### src/hdl/tdc_pkg.sv
// shared constants and types for the tunnel dispatch classifier
package tdc_pkg;

    localparam int unsigned DEF_MAX_TUNNELS = 8;
    localparam int unsigned DELIVER_W       = 8;
    localparam int unsigned INDEX_W         = 3;
    localparam int unsigned COUNT_W         = 4;
    localparam int unsigned ADDR_W          = 32;
    localparam int unsigned PORT_W          = 16;
    localparam int unsigned LEN_W           = 12;

    localparam logic [ADDR_W-1:0] MCAST_MASK   = 32'hE000_0000;
    localparam logic [ADDR_W-1:0] ALL_ONES     = 32'hFFFF_FFFF;
    localparam logic [ADDR_W-1:0] RIP_GROUP    = 32'hE000_0009;
    localparam logic [ADDR_W-1:0] GATEWAY_ADDR = 32'h2C00_0001;
    localparam logic [PORT_W-1:0] RIP_PORT     = 16'd520;
    localparam logic [LEN_W-1:0]  RIP_MIN_LEN  = 12'd48;
    localparam logic [LEN_W-1:0]  MIN_LEN      = 12'd20;

    // command codes
    localparam logic CMD_WRITE    = 1'b0;
    localparam logic CMD_CLASSIFY = 1'b1;

    // data written into one table entry
    typedef struct packed {
        logic [ADDR_W-1:0] prefix;
        logic [ADDR_W-1:0] mask;
        logic              mc_in;
        logic              bc_in;
    } t_entry_wr;

    // per-entry match status towards the selector
    typedef struct packed {
        logic              exact;
        logic              pfx_hit;
        logic              fan;
        logic [ADDR_W-1:0] mask;
    } t_lane;

endpackage

### src/hdl/tdc_req_if.sv
// request channel: table writes and packet headers
interface tdc_req_if;
    import tdc_pkg::*;

    logic               valid;
    logic               ready;
    logic               command;
    logic [INDEX_W-1:0] entry_index;
    logic [ADDR_W-1:0]  entry_prefix;
    logic [ADDR_W-1:0]  entry_mask;
    logic               entry_multicast_in;
    logic               entry_broadcast_in;
    logic [ADDR_W-1:0]  dest_addr;
    logic [ADDR_W-1:0]  src_addr;
    logic [PORT_W-1:0]  src_port;
    logic [PORT_W-1:0]  dst_port;
    logic [LEN_W-1:0]   packet_length;

    modport source (
        output valid, command, entry_index, entry_prefix, entry_mask,
               entry_multicast_in, entry_broadcast_in, dest_addr, src_addr,
               src_port, dst_port, packet_length,
        input  ready
    );
    modport sink (
        input  valid, command, entry_index, entry_prefix, entry_mask,
               entry_multicast_in, entry_broadcast_in, dest_addr, src_addr,
               src_port, dst_port, packet_length,
        output ready
    );
endinterface

### src/hdl/tdc_res_if.sv
// result channel: delivery decision per classified packet
interface tdc_res_if;
    import tdc_pkg::*;

    logic                 valid;
    logic                 ready;
    logic [DELIVER_W-1:0] deliver_mask;
    logic                 single_target;
    logic [INDEX_W-1:0]   target_index;
    logic                 routing_update;

    modport source (
        output valid, deliver_mask, single_target, target_index, routing_update,
        input  ready
    );
    modport sink (
        input  valid, deliver_mask, single_target, target_index, routing_update,
        output ready
    );
endinterface

### src/hdl/tunnel_dispatch_classifier.sv
// top level of the tunnel dispatch classifier
//
// usage
//   i_req carries requests of two kinds: a table write (command 0) stores
//   prefix, mask and accept flags into entry entry_index; a classify
//   (command 1) carries the inner header of a decapsulated packet.
//   o_res gives one result per classify of 20 bytes or more: the tunnel
//   delivery mask, whether one best tunnel was chosen and which, and the
//   routing update flag. writes and short packets give no result.
//   i_cfg_we / i_cfg_wdata set the number of active entries; write it only
//   while the block is idle.
// timing
//   a request passes an input register and then the result register, which
//   drives o_res.valid. one request per cycle is taken when the receiver
//   keeps up; the entry compare and the mask tournament all sit between
//   those two registers.
// reset and stall
//   reset empties both registers and clears the active count; table
//   contents stay undefined until written. when o_res.ready is low the
//   result holds and the input register fills, then i_req.ready drops.
module tunnel_dispatch_classifier #(
    parameter int unsigned MAX_TUNNELS = tdc_pkg::DEF_MAX_TUNNELS
) (
    input  logic                         i_clk,
    input  logic                         i_rst_n,
    input  logic                         i_cfg_we,
    input  logic [tdc_pkg::COUNT_W-1:0]  i_cfg_wdata,
    tdc_req_if.sink                      i_req,
    tdc_res_if.source                    o_res
);
    import tdc_pkg::*;

    // entries beyond the delivery mask width are never used
    localparam int unsigned NUM_ENT = (MAX_TUNNELS < DELIVER_W) ? MAX_TUNNELS : DELIVER_W;

    // configuration
    logic [COUNT_W-1:0] r_count;

    // input register
    logic               r_s1_valid;
    logic               r_s1_cmd;
    logic [INDEX_W-1:0] r_s1_idx;
    t_entry_wr          r_s1_wr;
    logic [ADDR_W-1:0]  r_s1_dest;
    logic [ADDR_W-1:0]  r_s1_src;
    logic [PORT_W-1:0]  r_s1_sport;
    logic [PORT_W-1:0]  r_s1_dport;
    logic [LEN_W-1:0]   r_s1_len;

    // result register
    logic                 r_out_valid;
    logic [DELIVER_W-1:0] r_deliver;
    logic                 r_single;
    logic [INDEX_W-1:0]   r_target;
    logic                 r_rip;

    logic                 produces;
    logic                 out_free;
    logic                 s1_adv;
    logic                 in_take;
    logic                 rip;
    t_lane                lane [NUM_ENT];
    logic [DELIVER_W-1:0] sel_deliver;
    logic                 sel_single;
    logic [INDEX_W-1:0]   sel_target;

    // handshake
    assign produces = (r_s1_cmd == CMD_CLASSIFY) && (r_s1_len >= MIN_LEN);
    assign out_free = !r_out_valid || o_res.ready;
    assign s1_adv   = r_s1_valid && (!produces || out_free);
    assign in_take  = i_req.valid && i_req.ready;

    assign i_req.ready = !r_s1_valid || s1_adv;

    // table writes take effect as the write leaves the input register,
    // so a classify ahead of it still sees the older contents
    genvar g;
    generate
        for (g = 0; g < NUM_ENT; g++) begin : g_ent
            tdc_entry u_entry (
                .i_clk       (i_clk),
                .i_wr_en     (r_s1_valid && (r_s1_cmd == CMD_WRITE)
                              && (r_s1_idx == INDEX_W'(g))),
                .i_wr        (r_s1_wr),
                .i_active    (r_count > COUNT_W'(g)),
                .i_dest_addr (r_s1_dest),
                .o_lane      (lane[g])
            );
        end
    endgenerate

    tdc_select #(
        .NUM_ENT (NUM_ENT)
    ) u_select (
        .i_lane          (lane),
        .o_deliver_mask  (sel_deliver),
        .o_single_target (sel_single),
        .o_target_index  (sel_target)
    );

    // rip update sent by the gateway to the rip group
    assign rip = (r_s1_len > RIP_MIN_LEN) && (r_s1_dest == RIP_GROUP)
              && (r_s1_src == GATEWAY_ADDR) && (r_s1_sport == RIP_PORT)
              && (r_s1_dport == RIP_PORT);

    always_ff @(posedge i_clk) begin
        if (!i_rst_n) begin
            r_count     <= '0;
            r_s1_valid  <= 1'b0;
            r_out_valid <= 1'b0;
        end else begin
            if (i_cfg_we) begin
                r_count <= i_cfg_wdata;
            end
            if (i_req.ready) begin
                r_s1_valid <= i_req.valid;
            end
            if (out_free) begin
                r_out_valid <= r_s1_valid && produces;
            end
        end
    end

    // payload registers
    always_ff @(posedge i_clk) begin
        if (in_take) begin
            r_s1_cmd       <= i_req.command;
            r_s1_idx       <= i_req.entry_index;
            r_s1_wr.prefix <= i_req.entry_prefix;
            r_s1_wr.mask   <= i_req.entry_mask;
            r_s1_wr.mc_in  <= i_req.entry_multicast_in;
            r_s1_wr.bc_in  <= i_req.entry_broadcast_in;
            r_s1_dest      <= i_req.dest_addr;
            r_s1_src       <= i_req.src_addr;
            r_s1_sport     <= i_req.src_port;
            r_s1_dport     <= i_req.dst_port;
            r_s1_len       <= i_req.packet_length;
        end
        if (out_free && r_s1_valid && produces) begin
            r_deliver <= sel_deliver;
            r_single  <= sel_single;
            r_target  <= sel_target;
            r_rip     <= rip;
        end
    end

    assign o_res.valid          = r_out_valid;
    assign o_res.deliver_mask   = r_deliver;
    assign o_res.single_target  = r_single;
    assign o_res.target_index   = r_target;
    assign o_res.routing_update = r_rip;
endmodule

### src/hdl/tdc_entry.sv
// one tunnel table entry with its address match logic
module tdc_entry (
    input  logic                      i_clk,
    input  logic                      i_wr_en,
    input  tdc_pkg::t_entry_wr        i_wr,
    input  logic                      i_active,
    input  logic [tdc_pkg::ADDR_W-1:0] i_dest_addr,
    output tdc_pkg::t_lane            o_lane
);
    import tdc_pkg::*;

    logic [ADDR_W-1:0] r_prefix;
    logic [ADDR_W-1:0] r_mask;
    logic              r_mc_in;
    logic              r_bc_in;
    logic [ADDR_W-1:0] net;
    logic              mc_hit;
    logic              bc_hit;

    always_ff @(posedge i_clk) begin
        if (i_wr_en) begin
            r_prefix <= i_wr.prefix;
            r_mask   <= i_wr.mask;
            r_mc_in  <= i_wr.mc_in;
            r_bc_in  <= i_wr.bc_in;
        end
    end

    assign net    = r_prefix & r_mask;
    assign mc_hit = r_mc_in && ((i_dest_addr & MCAST_MASK) == MCAST_MASK);
    // network, directed and all-ones broadcast
    assign bc_hit = r_bc_in && ((net == i_dest_addr) || ((r_prefix | ~r_mask) == i_dest_addr)
                                || (i_dest_addr == ALL_ONES));

    assign o_lane.exact   = i_active && (r_prefix == i_dest_addr);
    assign o_lane.pfx_hit = i_active && (net == (i_dest_addr & r_mask));
    assign o_lane.fan     = i_active && (mc_hit || bc_hit);
    assign o_lane.mask    = r_mask;
endmodule

### src/hdl/tdc_select.sv
// best tunnel tournament and fan-out mask
module tdc_select #(
    parameter int unsigned NUM_ENT = tdc_pkg::DEF_MAX_TUNNELS
) (
    input  tdc_pkg::t_lane                 i_lane [NUM_ENT],
    output logic [tdc_pkg::DELIVER_W-1:0]  o_deliver_mask,
    output logic                           o_single_target,
    output logic [tdc_pkg::INDEX_W-1:0]    o_target_index
);
    import tdc_pkg::*;

    localparam int unsigned LEVELS = (NUM_ENT > 1) ? $clog2(NUM_ENT) : 0;
    localparam int unsigned LEAVES = 1 << LEVELS;

    typedef struct packed {
        logic               valid;
        logic [ADDR_W:0]    key;
        logic [INDEX_W-1:0] idx;
    } t_cand;

    // left holds the lower indexes, so it wins ties
    function automatic t_cand pick(input t_cand lo, input t_cand hi);
        t_cand res;
        if (hi.valid && (!lo.valid || (hi.key > lo.key))) begin
            res = hi;
        end else begin
            res = lo;
        end
        return res;
    endfunction

    t_cand             node [2*LEAVES];
    logic [NUM_ENT-1:0] fan;

    genvar g;
    generate
        for (g = 0; g < LEAVES; g++) begin : g_leaf
            if (g < NUM_ENT) begin : g_used
                // exact hit outranks any mask, first exact hit wins
                assign node[LEAVES+g].valid = i_lane[g].exact
                    || (i_lane[g].pfx_hit && (i_lane[g].mask != '0));
                assign node[LEAVES+g].key   = i_lane[g].exact ? {1'b1, ALL_ONES}
                                                             : {1'b0, i_lane[g].mask};
                assign node[LEAVES+g].idx   = INDEX_W'(g);
                assign fan[g]               = i_lane[g].fan;
            end else begin : g_pad
                assign node[LEAVES+g] = '0;
            end
        end
        for (g = 1; g < LEAVES; g++) begin : g_node
            assign node[g] = pick(node[2*g], node[2*g+1]);
        end
    endgenerate

    assign node[0] = '0;

    always_comb begin
        o_single_target = node[1].valid;
        o_target_index  = node[1].valid ? node[1].idx : '0;
        o_deliver_mask  = '0;
        for (int i = 0; i < NUM_ENT; i++) begin
            o_deliver_mask[i] = node[1].valid ? (node[1].idx == INDEX_W'(i)) : fan[i];
        end
    end
endmodule
### src/flat_wrapper.sv
// flat-port wrapper written by rule: the top's interface ports become plain ports
module tunnel_dispatch_classifier_flat import tdc_pkg::*;
#(
    parameter int unsigned MAX_TUNNELS = tdc_pkg::DEF_MAX_TUNNELS
)
  (i_clk, i_rst_n, i_cfg_we, i_cfg_wdata, i_req_valid, i_req_command, i_req_entry_index, i_req_entry_prefix, i_req_entry_mask, i_req_entry_multicast_in, i_req_entry_broadcast_in, i_req_dest_addr, i_req_src_addr, i_req_src_port, i_req_dst_port, i_req_packet_length, i_req_ready, o_res_valid, o_res_deliver_mask, o_res_single_target, o_res_target_index, o_res_routing_update, o_res_ready);
  tdc_req_if i_req_i ();
  tdc_res_if o_res_i ();
  input  logic i_clk;
  input  logic i_rst_n;
  input  logic i_cfg_we;
  input  logic [tdc_pkg::COUNT_W-1:0] i_cfg_wdata;
  input wire logic [$bits(i_req_i.valid)-1:0] i_req_valid;
  input wire logic [$bits(i_req_i.command)-1:0] i_req_command;
  input wire logic [$bits(i_req_i.entry_index)-1:0] i_req_entry_index;
  input wire logic [$bits(i_req_i.entry_prefix)-1:0] i_req_entry_prefix;
  input wire logic [$bits(i_req_i.entry_mask)-1:0] i_req_entry_mask;
  input wire logic [$bits(i_req_i.entry_multicast_in)-1:0] i_req_entry_multicast_in;
  input wire logic [$bits(i_req_i.entry_broadcast_in)-1:0] i_req_entry_broadcast_in;
  input wire logic [$bits(i_req_i.dest_addr)-1:0] i_req_dest_addr;
  input wire logic [$bits(i_req_i.src_addr)-1:0] i_req_src_addr;
  input wire logic [$bits(i_req_i.src_port)-1:0] i_req_src_port;
  input wire logic [$bits(i_req_i.dst_port)-1:0] i_req_dst_port;
  input wire logic [$bits(i_req_i.packet_length)-1:0] i_req_packet_length;
  output wire logic [$bits(i_req_i.ready)-1:0] i_req_ready;
  output wire logic [$bits(o_res_i.valid)-1:0] o_res_valid;
  output wire logic [$bits(o_res_i.deliver_mask)-1:0] o_res_deliver_mask;
  output wire logic [$bits(o_res_i.single_target)-1:0] o_res_single_target;
  output wire logic [$bits(o_res_i.target_index)-1:0] o_res_target_index;
  output wire logic [$bits(o_res_i.routing_update)-1:0] o_res_routing_update;
  input wire logic [$bits(o_res_i.ready)-1:0] o_res_ready;
  assign i_req_i.valid = i_req_valid;
  assign i_req_i.command = i_req_command;
  assign i_req_i.entry_index = i_req_entry_index;
  assign i_req_i.entry_prefix = i_req_entry_prefix;
  assign i_req_i.entry_mask = i_req_entry_mask;
  assign i_req_i.entry_multicast_in = i_req_entry_multicast_in;
  assign i_req_i.entry_broadcast_in = i_req_entry_broadcast_in;
  assign i_req_i.dest_addr = i_req_dest_addr;
  assign i_req_i.src_addr = i_req_src_addr;
  assign i_req_i.src_port = i_req_src_port;
  assign i_req_i.dst_port = i_req_dst_port;
  assign i_req_i.packet_length = i_req_packet_length;
  assign i_req_ready = i_req_i.ready;
  assign o_res_valid = o_res_i.valid;
  assign o_res_deliver_mask = o_res_i.deliver_mask;
  assign o_res_single_target = o_res_i.single_target;
  assign o_res_target_index = o_res_i.target_index;
  assign o_res_routing_update = o_res_i.routing_update;
  assign o_res_i.ready = o_res_ready;
  tunnel_dispatch_classifier #(.MAX_TUNNELS(MAX_TUNNELS)) u_core (.i_clk(i_clk), .i_rst_n(i_rst_n), .i_cfg_we(i_cfg_we), .i_cfg_wdata(i_cfg_wdata), .i_req(i_req_i), .o_res(o_res_i));
endmodule
### config.mk
export PLATFORM = sky130hd
export DESIGN_NAME = tunnel_dispatch_classifier_flat
export DESIGN_NICKNAME = d
export VERILOG_FILES = /design/src/hdl/tdc_pkg.sv /design/src/hdl/tdc_req_if.sv /design/src/hdl/tdc_res_if.sv /design/src/hdl/tunnel_dispatch_classifier.sv /design/src/hdl/tdc_entry.sv /design/src/hdl/tdc_select.sv /design/src/flat_wrapper.sv
export SDC_FILE = /design/constraint.sdc
export NUM_CORES = 2
export LEC_CHECK = 0
export BUFFER_PORTS_ARGS = -buffer_cell sky130_fd_sc_hd__buf_4
export CAP_MARGIN = 5
export CORE_MARGIN = 1.5
export CORE_UTILIZATION = 30
export DETAILED_ROUTE_END_ITERATION = 12
export PLACE_DENSITY_LB_ADDON = 0.25
export SETUP_SLACK_MARGIN = 0.1
export SLEW_MARGIN = 20
export SYNTH_ARGS = -nofsm -noshare
export SYNTH_HDL_FRONTEND = slang
export SYNTH_SLANG_ARGS = --single-unit
### constraint.sdc
create_clock -name i_clk -period 18.8 [get_ports i_clk]
set_input_delay 2.82 -clock i_clk [delete_from_list [all_inputs] [get_ports i_clk]]
set_output_delay 2.82 -clock i_clk [all_outputs]
set_load 0.05 [all_outputs]
==> flow_metrics.env <==
export IMPL_dp_slack_ns=6.94
export IMPL_cts_tree="built"
export IMPL_report_final_slew_viol_count=0
export IMPL_path_buf_inv=6
export IMPL_r2r_end="u_core.o_res.deliver_mask[7]$_DFFE_PP_"
export IMPL_fin_crit_sh=0.643
export IMPL_gr_total_overflow=0
export IMPL_postSynthCellCount=4197
export IMPL_fin_util=0.351
export IMPL_yosys_warnings=0
export IMPL_synthesis_area_sq_mm=0.0446
export IMPL_clk_latency_ns=0.75
export IMPL_whs_path_depth=3
export IMPL_hold_path_class="register to register"
export IMPL_port_buffers=201
export IMPL_yosysSeqAreaShare=0.487
export IMPL_rr_startpoint="u_core.r_s1_dest[23]$_DFFE_PP_"
export IMPL_syn_num_nets=4615
export IMPL_clock_fmax_mhz=82.8
export IMPL_setup_viol=0
export IMPL_syn_avg_cell_area_sq_um=10.6
export IMPL_min_to="u_core.o_res.routing_update$_DFFE_PP_"
export IMPL_power_leakage_nw=19.3
export IMPL_post_cts_buffers=0
export IMPL_cp_end_kind="register"
export IMPL_cts_sinks=725
export IMPL_layout_min_cycle_time_ns=12.08
export IMPL_rr_worst_depth=40
export IMPL_dp_hpwl_um=192000
export IMPL_start_kind="register"
export IMPL_tns_ns=0
export IMPL_fin_skew_ns=0.0524
export IMPL_dp_cells=6281
export IMPL_drtIter0Drc=6083
export IMPL_coreArea_sq_mm=0.148
export IMPL_cp_max_fo=43
export IMPL_total_power_mw=3.99
export IMPL_die_area_sq_mm=0.151
export IMPL_finalNetCount=4862
export IMPL_drive_above_1_share=0.132
export IMPL_die_height_um=389
export IMPL_synth_async_sr_flop_share=0
export IMPL_maxCapViolations=0
export IMPL_fin_area_sq_mm=0.0519
export IMPL_slowest_stage="a2111oi_0"
export IMPL_die_w_um=389
export IMPL_hp_start="u_core.r_s1_src[20]$_DFFE_PP_"
export IMPL_cp_slowest_stage_delay_ns=0.79
export IMPL_gp_congestion=1.05
export IMPL_crit_path_frequent_cell="buf_4"
export IMPL_cts_resized=0
export IMPL_num_vias=40400
export IMPL_hold_viol_final=0
export IMPL_first_pass_iters=6
export IMPL_tightest_slew_ns=1.26
export IMPL_place_area_sq_mm=0.0488
export IMPL_whs_ns=0.643
export IMPL_ir_drop_mv=0.0732
export IMPL_num_io_pins=202
export IMPL_path_class="register to register"
export IMPL_postCtsHoldBufs=0
export IMPL_multi_input_area_sq_mm=0.0211
export IMPL_fillers=14800
export IMPL_wl_per_cell_um=39.5
export IMPL_cp_required_ns=19.26
export IMPL_ys_flop_type="edfxtp_1"
export IMPL_clkSlewWorstSetupHoldPaths_ns=0.06
export IMPL_area_growth_pct=16.3
export IMPL_seq_area_sq_mm=0.0217
export IMPL_rsz0062_at_grt="false"
export IMPL_layout_common_cells="719 x edfxtp_1, 326 x buf_4, 309 x nor2_1"
export IMPL_numCtsBuffers=91
export IMPL_synth_edf_count=719
export IMPL_final_common_cell="edfxtp_1"
export IMPL_status="finished, final reports clean"
export IMPL_cp_arrival_ns=12.54
export IMPL_grt_pass1_vias=37900
export IMPL_grt_max_degree=67
export IMPL_synth_seq_cells=725
export IMPL_fin_ws_ns=6.72
export IMPL_p_per_area_mw_per_mm2=76.9
export IMPL_wl_um=256000
export IMPL_via_per_inst=6.25
export IMPL_grtUsageTotal=0.328
export IMPL_antenna_found_initial=35
export IMPL_ant_nets=0
export IMPL_start_util=0.302
export IMPL_critPathTopFamily="compound AO/OA/AOI/OAI gates"
export IMPL_slew_headroom=0.145
export IMPL_stdcell_count=6467
export IMPL_htree_levels=3
export IMPL_rows=141
export IMPL_grt_pass1_wl_um=337000
export IMPL_r2r_setup_slack_ns=6.72
export IMPL_drc=0
export IMPL_root_buffer="clkbuf_16"
export IMPL_ys_types=97
export IMPL_ctsLongestPathBuffers=3
Yosys cell counts (63+ instances only):
library cell,count,area (sq um)
edfxtp_1,719,21600
nor2_1,316,1190
inv_1,287,1080
nand2_1,267,1000
ha_1,231,2890
nand3b_1,212,1590
nor4_1,193,1210
a21oi_1,177,886
nor2b_1,162,1010
o22ai_1,162,1010
nand4_1,160,1000
xor2_1,133,1160
mux2i_1,102,1020
xnor2_1,97,850
nand2b_1,80,500
clkbuf_1,72,270
nor3_1,63,315
sequential cells by signal, indices dropped and copies added (netlist names):
signal                         flops
u_core.r_count                     4
u_core.o_res.deliver_mask          8
u_core.r_s1_cmd                    1
u_core.r_s1_sport                 16
u_core.r_s1_valid                  1
u_core.r_s1_idx                    3
u_core.r_s1_wr                    66
u_core.r_s1_dport                 16
u_core.g_ent.u_entry.r_mc_in       8
u_core.o_res.single_target         1
u_core.r_s1_dest                  32
u_core.r_s1_len                   12
u_core.r_s1_src                   32
u_core.g_ent.u_entry.r_mask      256
u_core.o_res.target_index          3
u_core.g_ent.u_entry.r_bc_in       8
u_core.g_ent.u_entry.r_prefix    256
u_core.o_res.routing_update        1
u_core.o_res.valid                 1
worst reg2reg max path, delay by kind of cell, from the launching register on:
kind	cells	cell delay, ns
AND/OR/NAND/NOR	11	2.35
multiplexers	1	0.70
flip-flops	1	0.63
buffers and inverters	6	2.35
adder cells (fa/ha/maj)	3	0.74
AO/OA/AOI/OAI	19	4.99
power by group:
part	switching, mW	leakage (nW)	internal [mW]
logic	0.219	11.2	0.100
registers	0.0745	6.66	1.82
clock network	0.784	1.43	0.994
total	1.08	19.3	2.91
kinds of logic (layout without fill, tap and decap cells):
family                     count (synthesis)  count (layout)  synth area share
DFF                                      725             725             0.487
and+or+nand+nor                         1627            1627             0.203
muxes                                    167             167            0.0414
xor gates and xnor gates                 230             230            0.0452
adders and majority gates                231             231            0.0648
other                                      0              17                 0
AOI/OAI and AO/OA                        748             748             0.115
buffers and inverters                    469             792            0.0431
layer usage:
metal	wire [um]	GRT usage	part of all wire
met5	511	0.0112	0.0020
met4	14400	0.165	0.056
met3	32800	0.114	0.13
met2	104000	0.463	0.41
met1	104000	0.441	0.41
layout make-up:
cell class,instances,share of cell area
flip-flops and latches,725,0.419
multi-input cells,3003,0.407
repair buffers,328,0.0479
well taps,1930,0.0466
clock buffers,109,0.0456
inverters,295,0.0214
clock inverters,60,0.0119
diodes,17,0.000820
worst max path at each step:
stage	from	endpoint	slack, ns	cells after the start
after floorplan	u_core.r_s1_dest[7]$_DFFE_PP_	u_core.o_res.target_index[0]$_SDFFCE_PN0P_	9.82	38
after global routing	u_core.r_s1_dest[23]$_DFFE_PP_	u_core.o_res.deliver_mask[3]$_DFFE_PP_	6.01	41
after global placement	u_core.r_s1_dest[18]$_DFFE_PP_	u_core.o_res.target_index[0]$_SDFFCE_PN0P_	7.03	39
after CTS	u_core.r_s1_dest[18]$_DFFE_PP_	u_core.o_res.deliver_mask[7]$_DFFE_PP_	6.88	39
after detailed placement	u_core.r_s1_dest[18]$_DFFE_PP_	u_core.o_res.deliver_mask[7]$_DFFE_PP_	6.94	39
final	u_core.r_s1_dest[23]$_DFFE_PP_	u_core.o_res.deliver_mask[7]$_DFFE_PP_	6.72	40
Note: power is estimated with default switching activity, not from simulation.
